===== src/rtl/core/ids_pkg.sv =====
// shared types and constants of the indentation token scanner
`default_nettype none

package ids_pkg;

  localparam logic [1:0] TOK_INDENT  = 2'd0;
  localparam logic [1:0] TOK_DEDENT  = 2'd1;
  localparam logic [1:0] TOK_NEWLINE = 2'd2;

  localparam logic [7:0] CH_SPACE = 8'h20;
  localparam logic [7:0] CH_TAB   = 8'h09;
  localparam logic [7:0] CH_LF    = 8'h0a;
  localparam logic [7:0] CH_CR    = 8'h0d;
  localparam logic [7:0] CH_HASH  = 8'h23;

  localparam logic [7:0] COUNT_MAX = 8'hff;

  typedef enum logic [2:0] {
    MODE_BODY    = 3'b001,
    MODE_MEASURE = 3'b010,
    MODE_COMMENT = 3'b100
  } mode_t;

  // one decided line or end of input, handed from front to back
  typedef struct packed {
    logic       is_end;
    logic [7:0] cnt;
    logic       ok_ind;
    logic       ok_ded;
    logic       ok_nl;
  } cmd_t;

endpackage

`default_nettype wire


===== src/rtl/core/ids_front.sv =====
// front end: line mode tracking, blank counting and line classification
`default_nettype none

module ids_front import ids_pkg::*; (
  input  wire logic       clk,
  input  wire logic       rst,
  input  wire logic       in_valid,
  output logic            in_stall,
  input  wire logic [7:0] ch,
  input  wire logic       at_end,
  input  wire logic       allow_indent,
  input  wire logic       allow_dedent,
  input  wire logic       allow_newline,
  input  wire logic       q_full,
  output logic            push,
  output cmd_t            cmd
);

  mode_t      mode;
  mode_t      mode_next;
  logic [7:0] count;
  logic [7:0] count_next;
  logic       is_blank;
  logic       is_special;
  logic       decides;
  logic       accept;

  assign is_blank   = (ch == CH_SPACE) || (ch == CH_TAB);
  assign is_special = is_blank || (ch == CH_LF) || (ch == CH_CR) || (ch == CH_HASH);
  assign decides    = at_end || ((mode == MODE_MEASURE) && !is_special);
  assign in_stall   = decides && q_full;
  assign accept     = in_valid && !in_stall;
  assign push       = accept && decides;

  assign cmd.is_end = at_end;
  assign cmd.cnt    = count;
  assign cmd.ok_ind = allow_indent;
  assign cmd.ok_ded = allow_dedent;
  assign cmd.ok_nl  = allow_newline;

  always_comb begin
    mode_next  = mode;
    count_next = count;
    if (at_end) begin
      mode_next  = MODE_BODY;
      count_next = '0;
    end else begin
      unique case (mode)
        MODE_MEASURE: begin
          if (is_blank) begin
            if (count != COUNT_MAX) count_next = count + 8'd1;
          end else if (ch == CH_LF) begin
            count_next = '0;
          end else if (ch == CH_CR) begin
            count_next = count;
          end else if (ch == CH_HASH) begin
            mode_next = MODE_COMMENT;
          end else begin
            mode_next  = MODE_BODY;
            count_next = '0;
          end
        end
        MODE_COMMENT: begin
          if (ch == CH_LF) begin
            mode_next  = MODE_MEASURE;
            count_next = '0;
          end
        end
        MODE_BODY: begin
          if (ch == CH_LF) begin
            mode_next  = MODE_MEASURE;
            count_next = '0;
          end
        end
        default: begin
          mode_next  = MODE_BODY;
          count_next = '0;
        end
      endcase
    end
  end

  always_ff @(posedge clk) begin
    if (rst) begin
      mode  <= MODE_BODY;
      count <= '0;
    end else if (accept) begin
      mode  <= mode_next;
      count <= count_next;
    end
  end

endmodule

`default_nettype wire


===== src/rtl/core/ids_queue.sv =====
// two-entry command queue between front and back
`default_nettype none

module ids_queue import ids_pkg::*; (
  input  wire logic clk,
  input  wire logic rst,
  input  wire logic push,
  input  wire cmd_t push_cmd,
  output logic      full,
  output logic      q_valid,
  output cmd_t      q_cmd,
  input  wire logic pop
);

  localparam int QD  = 2;
  localparam int QAW = $clog2(QD);

  cmd_t             slots [QD];
  logic [QAW-1:0]   wr_ptr;
  logic [QAW-1:0]   rd_ptr;
  logic [QAW:0]     fill;

  assign full    = (fill == (QAW+1)'(QD));
  assign q_valid = (fill != '0);
  assign q_cmd   = slots[rd_ptr];

  always_ff @(posedge clk) begin
    if (push) slots[wr_ptr] <= push_cmd;
  end

  always_ff @(posedge clk) begin
    if (rst) begin
      wr_ptr <= '0;
      rd_ptr <= '0;
      fill   <= '0;
    end else begin
      if (push) wr_ptr <= wr_ptr + QAW'(1);
      if (pop)  rd_ptr <= rd_ptr + QAW'(1);
      case ({push, pop})
        2'b10:   fill <= fill + (QAW+1)'(1);
        2'b01:   fill <= fill - (QAW+1)'(1);
        default: fill <= fill;
      endcase
    end
  end

endmodule

`default_nettype wire


===== src/rtl/core/ids_back.sv =====
// back end: indentation stack, dedent sequencing and token output register
`default_nettype none

module ids_back import ids_pkg::*; #(
  parameter int STACK_DEPTH = 32
) (
  input  wire logic       clk,
  input  wire logic       rst,
  input  wire logic       q_valid,
  input  wire cmd_t       q_cmd,
  output logic            q_pop,
  output logic            out_valid,
  input  wire logic       out_stall,
  output logic [1:0]      token,
  output logic [4:0]      level,
  output logic            last
);

  localparam int DW = $clog2(STACK_DEPTH);

  typedef enum logic [4:0] {
    S_IDLE = 5'b00001,
    S_CMD  = 5'b00010,
    S_POP  = 5'b00100,
    S_WAIT = 5'b01000,
    S_NL   = 5'b10000
  } state_t;

  state_t         state;
  state_t         state_next;
  cmd_t           cmd;
  logic [7:0]     mem [STACK_DEPTH];
  logic [7:0]     rd_data;
  logic [7:0]     top;
  logic [7:0]     target;
  logic [DW-1:0]  depth;
  logic [DW-1:0]  depth_up;
  logic [DW-1:0]  depth_dn;
  logic [DW-1:0]  rd_addr;
  logic           at_top;
  logic           pop_now;
  logic           more;
  logic           out_free;
  logic           emit;
  logic [1:0]     emit_tok;
  logic [DW-1:0]  emit_level;
  logic           emit_last;
  logic           push_en;
  logic           pop_en;

  assign depth_up = depth + DW'(1);
  assign depth_dn = depth - DW'(1);
  assign rd_addr  = (depth == '0) ? '0 : depth_dn;
  assign at_top   = (depth == DW'(STACK_DEPTH - 1));
  assign pop_now  = (depth != '0) && (top > target);
  // entry below the top, from the registered stack read; valid once that read has caught up with depth
  assign more     = (depth != DW'(1)) && (rd_data > target);
  assign out_free = !out_valid || !out_stall;
  assign q_pop    = (state == S_IDLE) && q_valid;

  always_comb begin
    state_next = state;
    emit       = 1'b0;
    emit_tok   = TOK_NEWLINE;
    emit_level = depth;
    emit_last  = 1'b1;
    push_en    = 1'b0;
    pop_en     = 1'b0;
    unique case (state)
      S_IDLE: begin
        if (q_valid) state_next = S_CMD;
      end
      S_CMD: begin
        if (cmd.is_end) begin
          if (cmd.ok_ded)     state_next = S_POP;
          else if (cmd.ok_nl) state_next = S_NL;
          else                state_next = S_IDLE;
        end else if ((cmd.cnt > top) && cmd.ok_ind) begin
          if (out_free) begin
            emit       = 1'b1;
            emit_tok   = TOK_INDENT;
            emit_level = at_top ? depth : depth_up;
            push_en    = !at_top;
            state_next = S_IDLE;
          end
        end else if ((cmd.cnt < top) && cmd.ok_ded) begin
          state_next = S_POP;
        end else if (cmd.ok_nl) begin
          if (out_free) begin
            emit       = 1'b1;
            state_next = S_IDLE;
          end
        end else begin
          state_next = S_IDLE;
        end
      end
      S_POP: begin
        if (pop_now) begin
          if (out_free) begin
            emit       = 1'b1;
            emit_tok   = TOK_DEDENT;
            emit_level = depth_dn;
            emit_last  = !more && !(cmd.is_end && cmd.ok_nl);
            pop_en     = 1'b1;
            state_next = S_WAIT;
          end
        end else if (cmd.is_end && cmd.ok_nl) begin
          state_next = S_NL;
        end else begin
          state_next = S_IDLE;
        end
      end
      S_WAIT: begin
        state_next = S_POP;
      end
      S_NL: begin
        if (out_free) begin
          emit       = 1'b1;
          state_next = S_IDLE;
        end
      end
      default: state_next = S_IDLE;
    endcase
  end

  always_ff @(posedge clk) begin
    rd_data <= mem[rd_addr];
    if (push_en) mem[depth_up] <= cmd.cnt;
  end

  always_ff @(posedge clk) begin
    if (q_pop) cmd <= q_cmd;
    if (state == S_CMD) target <= cmd.is_end ? 8'd0 : cmd.cnt;
    if (emit) begin
      token <= emit_tok;
      level <= 5'(emit_level);
      last  <= emit_last;
    end
  end

  always_ff @(posedge clk) begin
    if (rst) begin
      state     <= S_IDLE;
      depth     <= '0;
      top       <= '0;
      out_valid <= 1'b0;
    end else begin
      state <= state_next;
      if (push_en) begin
        depth <= depth_up;
        top   <= cmd.cnt;
      end else if (pop_en) begin
        depth <= depth_dn;
        top   <= (depth == DW'(1)) ? 8'd0 : rd_data;
      end
      if (emit)            out_valid <= 1'b1;
      else if (!out_stall) out_valid <= 1'b0;
    end
  end

endmodule

`default_nettype wire


===== src/rtl/core/indent_dedent_token_scanner.sv =====
// top level of the indentation token scanner
//
// Input channel: one source character per item (ch), or an end-of-input
// mark (at_end), with the parser's token-allowed flags. Output channel:
// one token per item (token, level, last); last marks the final token
// caused by one input item. Both channels use valid/stall.
// A character that queues no command is taken every cycle. The first real
// character after a line feed, and end of input, queue a command in a
// two-entry queue; the input stalls only while that queue is full.
// The back end takes a new command from the queue only while idle. An
// INDENT or NEWLINE is registered straight from the command state; a
// command that pops goes to a pop state that registers one DEDENT per
// pop and then passes a wait state for the stack memory's registered
// read of the entry below the top; after end of input a NEWLINE state
// may follow.
// A stalled output holds its token; the back end waits and the queue
// fills, then the input stalls.
// Reset (synchronous, active high) empties the queue and the stack,
// drops any pending token and returns to line-body mode; the stack
// memory needs no clearing pass.
`default_nettype none

module indent_dedent_token_scanner import ids_pkg::*; #(
  parameter int STACK_DEPTH = 32
) (
  input  wire logic       clk,
  input  wire logic       rst,
  input  wire logic       in_valid,
  output logic            in_stall,
  input  wire logic [7:0] ch,
  input  wire logic       at_end,
  input  wire logic       allow_indent,
  input  wire logic       allow_dedent,
  input  wire logic       allow_newline,
  output logic            out_valid,
  input  wire logic       out_stall,
  output logic [1:0]      token,
  output logic [4:0]      level,
  output logic            last
);

  cmd_t front_cmd;
  cmd_t q_cmd;
  logic front_push;
  logic q_full;
  logic q_valid;
  logic q_pop;

  ids_front u_front (
    .clk           (clk),
    .rst           (rst),
    .in_valid      (in_valid),
    .in_stall      (in_stall),
    .ch            (ch),
    .at_end        (at_end),
    .allow_indent  (allow_indent),
    .allow_dedent  (allow_dedent),
    .allow_newline (allow_newline),
    .q_full        (q_full),
    .push          (front_push),
    .cmd           (front_cmd)
  );

  ids_queue u_queue (
    .clk      (clk),
    .rst      (rst),
    .push     (front_push),
    .push_cmd (front_cmd),
    .full     (q_full),
    .q_valid  (q_valid),
    .q_cmd    (q_cmd),
    .pop      (q_pop)
  );

  ids_back #(
    .STACK_DEPTH (STACK_DEPTH)
  ) u_back (
    .clk       (clk),
    .rst       (rst),
    .q_valid   (q_valid),
    .q_cmd     (q_cmd),
    .q_pop     (q_pop),
    .out_valid (out_valid),
    .out_stall (out_stall),
    .token     (token),
    .level     (level),
    .last      (last)
  );

endmodule

`default_nettype wire


===== config.mk =====
export PLATFORM = sky130hd
export DESIGN_NAME = indent_dedent_token_scanner
export DESIGN_NICKNAME = d
export VERILOG_FILES = /design/src/rtl/core/ids_pkg.sv /design/src/rtl/core/ids_front.sv /design/src/rtl/core/ids_queue.sv /design/src/rtl/core/ids_back.sv /design/src/rtl/core/indent_dedent_token_scanner.sv
export SDC_FILE = /design/constraint.sdc
export NUM_CORES = 1
export LEC_CHECK = 0
export BUFFER_PORTS_ARGS = -buffer_cell sky130_fd_sc_hd__buf_2
export CELL_PAD_IN_SITES_DETAIL_PLACEMENT = 0
export CELL_PAD_IN_SITES_GLOBAL_PLACEMENT = 1
export CORE_AREA = 2 2 319 163
export DETAILED_ROUTE_END_ITERATION = 12
export DIE_AREA = 0 0 321 165
export PLACE_DENSITY = 0.5
export REMOVE_ABC_BUFFERS = 1
export SKIP_CTS_REPAIR_TIMING = 1
export SYNTH_ARGS = -nofsm -noshare
export SYNTH_HDL_FRONTEND = slang
export SYNTH_SLANG_ARGS = --single-unit

===== constraint.sdc =====
create_clock -name clk -period 3.6 [get_ports clk]
set_input_delay 0.18 -clock clk [delete_from_list [all_inputs] [get_ports clk]]
set_output_delay 0.18 -clock clk [all_outputs]
set_load 0.01 [all_outputs]

==> summary.md <==
| Metric | Value |
|---|---|
| Placed cell areas | `between 15000 and 20000 um2` |
| Asr flop ratio synth | `0%` |
| Worst Tran Pin Value | `0.930 ns` |
| Antenna viol nets, final | `0` |
| Syn Inst Count | `1160` |
| Critical path capture point type | `flip-flop` |
| Crit path DAT | `between 3 and 4 ns` |
| Slew headroom | `between 30 and 40%` |
| EDFF count, synth | `a little over 300` |
| Post-route cell area | `approximately 17000 um2` |
| First-pass GRT wire length | `between 60000 and 70000 um` |
| Buf/Inv on CP | `1` |
| Finished Layout Cells | `approximately 1900` |
| Post-synthesis cell type count | `between 60 and 70` |
| Root buffer cell | `clkbuf_16` |
| DRC viols | `0` |
| Largest net degree at the start of global routing | `between 40 and 50` |
| DR pass1 iterations | `5` |
| Hold Vio Cnt, Final | `0` |
| Vias in the first global route | `between 9000 and 10000` |
| Critical Path Fanout Max | `11` |
| Clock tree buffer depth | `3` |
| Max layer used | `met4` |
| RePlAce Congestion | `0.818` |
| Hold path startpoint | `out_stall` |
| Critical R2R Launch | `u_back.depth[1]$_SDFFE_PP0P_` |
| Crit path kind | `flip-flop to flip-flop` |
| CTS buffer count | `37` |
| Wl on met1 | `~20000 um` |
| Via Count | `a little under 10000` |
| Synth warnings | `0` |
| Max Cap Viol | `0` |
| Core area | `around 50000 um2` |
| Layout Utilization | `about a third` |
| Number of fill cells in the layout | `between 4000 and 5000` |
| Syn Std Cell Area | `around 15000 um2` |
| IO Count | `26` |
| Status | `completed` |
| Total global routing overflow | `0` |
| VDD IR max | `0.000274 V` |
| Sum of negative setup slack | `0 ns` |
| Crit path launch type | `flip-flop` |
| Max-slew violation count | `0` |
| Setup WS pre-CTS | `0.0105 ns` |
| Starting Density | `29.9%` |
| Met2 routed wirelength | `18900 um` |
| CP peak stage delay | `0.71 ns` |
| Max frequency | `300 MHz` |
| Clock Latency Late Sink | `~0.54 ns` |
| Pwr Density | `619 nW/um2` |
| CTS tree | `yes` |
| Clock skew | `around 0.024 ns` |
| Tcrit/Tclk final | `slightly above 90%` |
| Synth Flop Type | `edfxtp_1` |
| Row cnt | `between 50 and 60` |
| Dpl hpwl | `between 20000 and 30000 um` |
| Worst Setup SP | `u_back.depth[1]$_SDFFE_PP0P_` |
| Clk pin slew, worst setup/hold paths | `~0.060 ns` |
| DR WL/cell | `21.4 um` |
| Layout cells sized above 1 | `13.7%` |
| Synth Area per Inst | `12.9 um2` |
| Crit path time final | `roughly 3.3 ns` |
| Kind of cell adding the most delay to the critical path | `compound AO/OA/AOI/OAI gates` |
| Gr usage total | `about 16%` |
| Area delta synth->final | `16.7%` |
| Crit path required time | `between 3 and 4 ns` |
| Number of H-tree levels | `2` |
| Die Y | `roughly 170 um` |
| Drt initial violations | `roughly 680` |
| Die area | `around 53000 um2` |
| Final setup viols | `0` |
| Worst Hold Slack | `0.0535 ns` |
| Setup WS post-layout | `about 0.27 ns` |
| Most used cell, CP | `a211oi_1` |
| Leak | `5.74 nW` |
| # placed instances | `~1900` |
| DR WL met3 | `around 2000 um` |
| Antenna cells | `0` |
| Seq cells post-synth | `350` |
| Final-stage net count | `1293` |
| Die width | `between 300 and 400 um` |
| Port bufs | `25` |
| Clk sinks | `350` |
| Final WL | `between 40000 and 50000 um` |
| Antenna violations before repair | `1` |
| Critical-path cell list | `inv_1 > ha_1 > and2_1 > nand2_1 > o22ai_1 > a211oi_1 > a211oi_1` |
| Pwr Total | `between 10 and 15 mW` |
| Routed vias/inst | `~5.0` |
| Register area share after synthesis | `67.5%` |
| Hold/Removal Path Class | `input pin to flip-flop` |
| RSZ-0062 raised after global routing | `no` |
| Critical-path top delay cell | `ha_1` |
-- worst reg2reg max path: cells and delay by family, from the launching register on --
kind                     cells  cell delay (ns)
flip-flops                   1             0.47
AO/OA/AOI/OAI                3             1.01
AND/OR/NAND/NOR              2             0.89
buffers and inverters        1             0.12
adder cells (fa/ha/maj)      1             0.71
-- kinds of logic (layout without fill, tap and decap cells) --
family                     Yosys count  count (layout)  synth area share, %
buffers and inverters               80             192                 2.24
AOI/OAI and AO/OA                  221             221                 9.99
DFF                                350             350                 67.5
and+or+nand+nor                    401             401                 12.4
xor gates and xnor gates            13              13                0.762
adders and majority gates           34              34                 2.85
muxes                               61              61                 4.20
-- final timing paths --
check / endpoint / slack (ns) / cells after the start
worst min register to register: u_back.top[7]$_SDFFE_PP0P_ / 0.49 / 2
worst min-delay path: u_back.out_valid$_SDFFE_PP0P_ / 0.05 / 3
worst max register to register: u_back.rd_data[1]$_DFF_P_ / 0.27 / 7
worst max-delay path: u_back.rd_data[1]$_DFF_P_ / 0.27 / 7
-- state kept, by name (all words and copies together) (netlist names), 2 cells and up --
register / count
u_queue.slots: 24
u_back.state: 5
u_back.cmd: 12
u_queue.fill: 2
u_back.target: 8
u_back.token: 2
u_back.rd_data: 8
u_front.mode: 3
u_back.depth: 5
u_back.mem: 256
u_front.count: 8
u_back.top: 8
u_back.level: 5
-- synth_stat cells, types with 6 or more instances --
cell | count | area, um2
a211oi_1 | 22 | 165
buf_1 | 7 | 26.3
nor2b_1 | 15 | 93.8
o21ai_0 | 30 | 150
clkbuf_1 | 25 | 93.8
nor3_1 | 16 | 80.1
inv_1 | 28 | 105
a32oi_1 | 23 | 201
xnor2_1 | 10 | 87.6
mux2_2 | 13 | 146
edfxtp_1 | 308 | 9250
nand2b_1 | 9 | 56.3
mux2i_1 | 48 | 480
dfxtp_1 | 42 | 841
a21oi_1 | 69 | 345
nor2_1 | 82 | 308
nand4_1 | 12 | 75.1
and2_1 | 6 | 37.5
a2111oi_0 | 16 | 140
a22oi_1 | 11 | 82.6
nand2_1 | 186 | 698
buf_2 | 15 | 75.1
ha_1 | 34 | 425
nand3_1 | 34 | 170
o22ai_1 | 10 | 62.6
-- layout make-up --
| class | count | area (um2) | share of cell area (%) |
|---|---|---|---|
| multi-input combinational | 730 | 4540 | 26.0 |
| timing repair buffer | 95 | 698 | 4.00 |
| tap | 660 | 826 | 4.74 |
| inverter | 29 | 109 | 0.624 |
| clock inverter | 17 | 138 | 0.789 |
| clock buffer | 51 | 1030 | 5.91 |
| sequential | 350 | 10100 | 57.9 |
-- placed cells by master (no fill, tap or decap), types with 11 or more instances in the layout --
cell type,synthesis,final
mux2_2,13,13
clkbuf_1,25,11
buf_4,4,63
nand2_1,186,186
ha_1,34,34
nor2b_1,15,14
a32oi_1,23,23
mux2i_1,48,48
edfxtp_1,308,308
a211oi_1,22,22
a22oi_1,11,11
nand3_1,34,34
buf_2,15,25
inv_1,28,28
nor3_1,16,16
o21ai_0,30,29
dfxtp_1,42,41
nor2_1,82,81
clkbuf_16,0,39
a21oi_1,69,69
nand4_1,12,12
-- where the power goes --
group | leakage (nW) | switching, mW | internal (mW) | total [mW]
sequential | 3.11 | 0.187 | 4.90 | 5.09
clock | 0.571 | 1.59 | 2.16 | 3.75
combinational | 2.06 | 1.35 | 0.599 | 1.95
-- routing by layer --
layer / track usage (%) / vias to the layer above
met2: 25.6 / 233
met3: 2.67 / 53
met4: 4.12 / 0
met5: 0 / -
li1: - / 4550
met1: 22.0 / 4877
No activity file was read; power rests on OpenSTA's default activity.
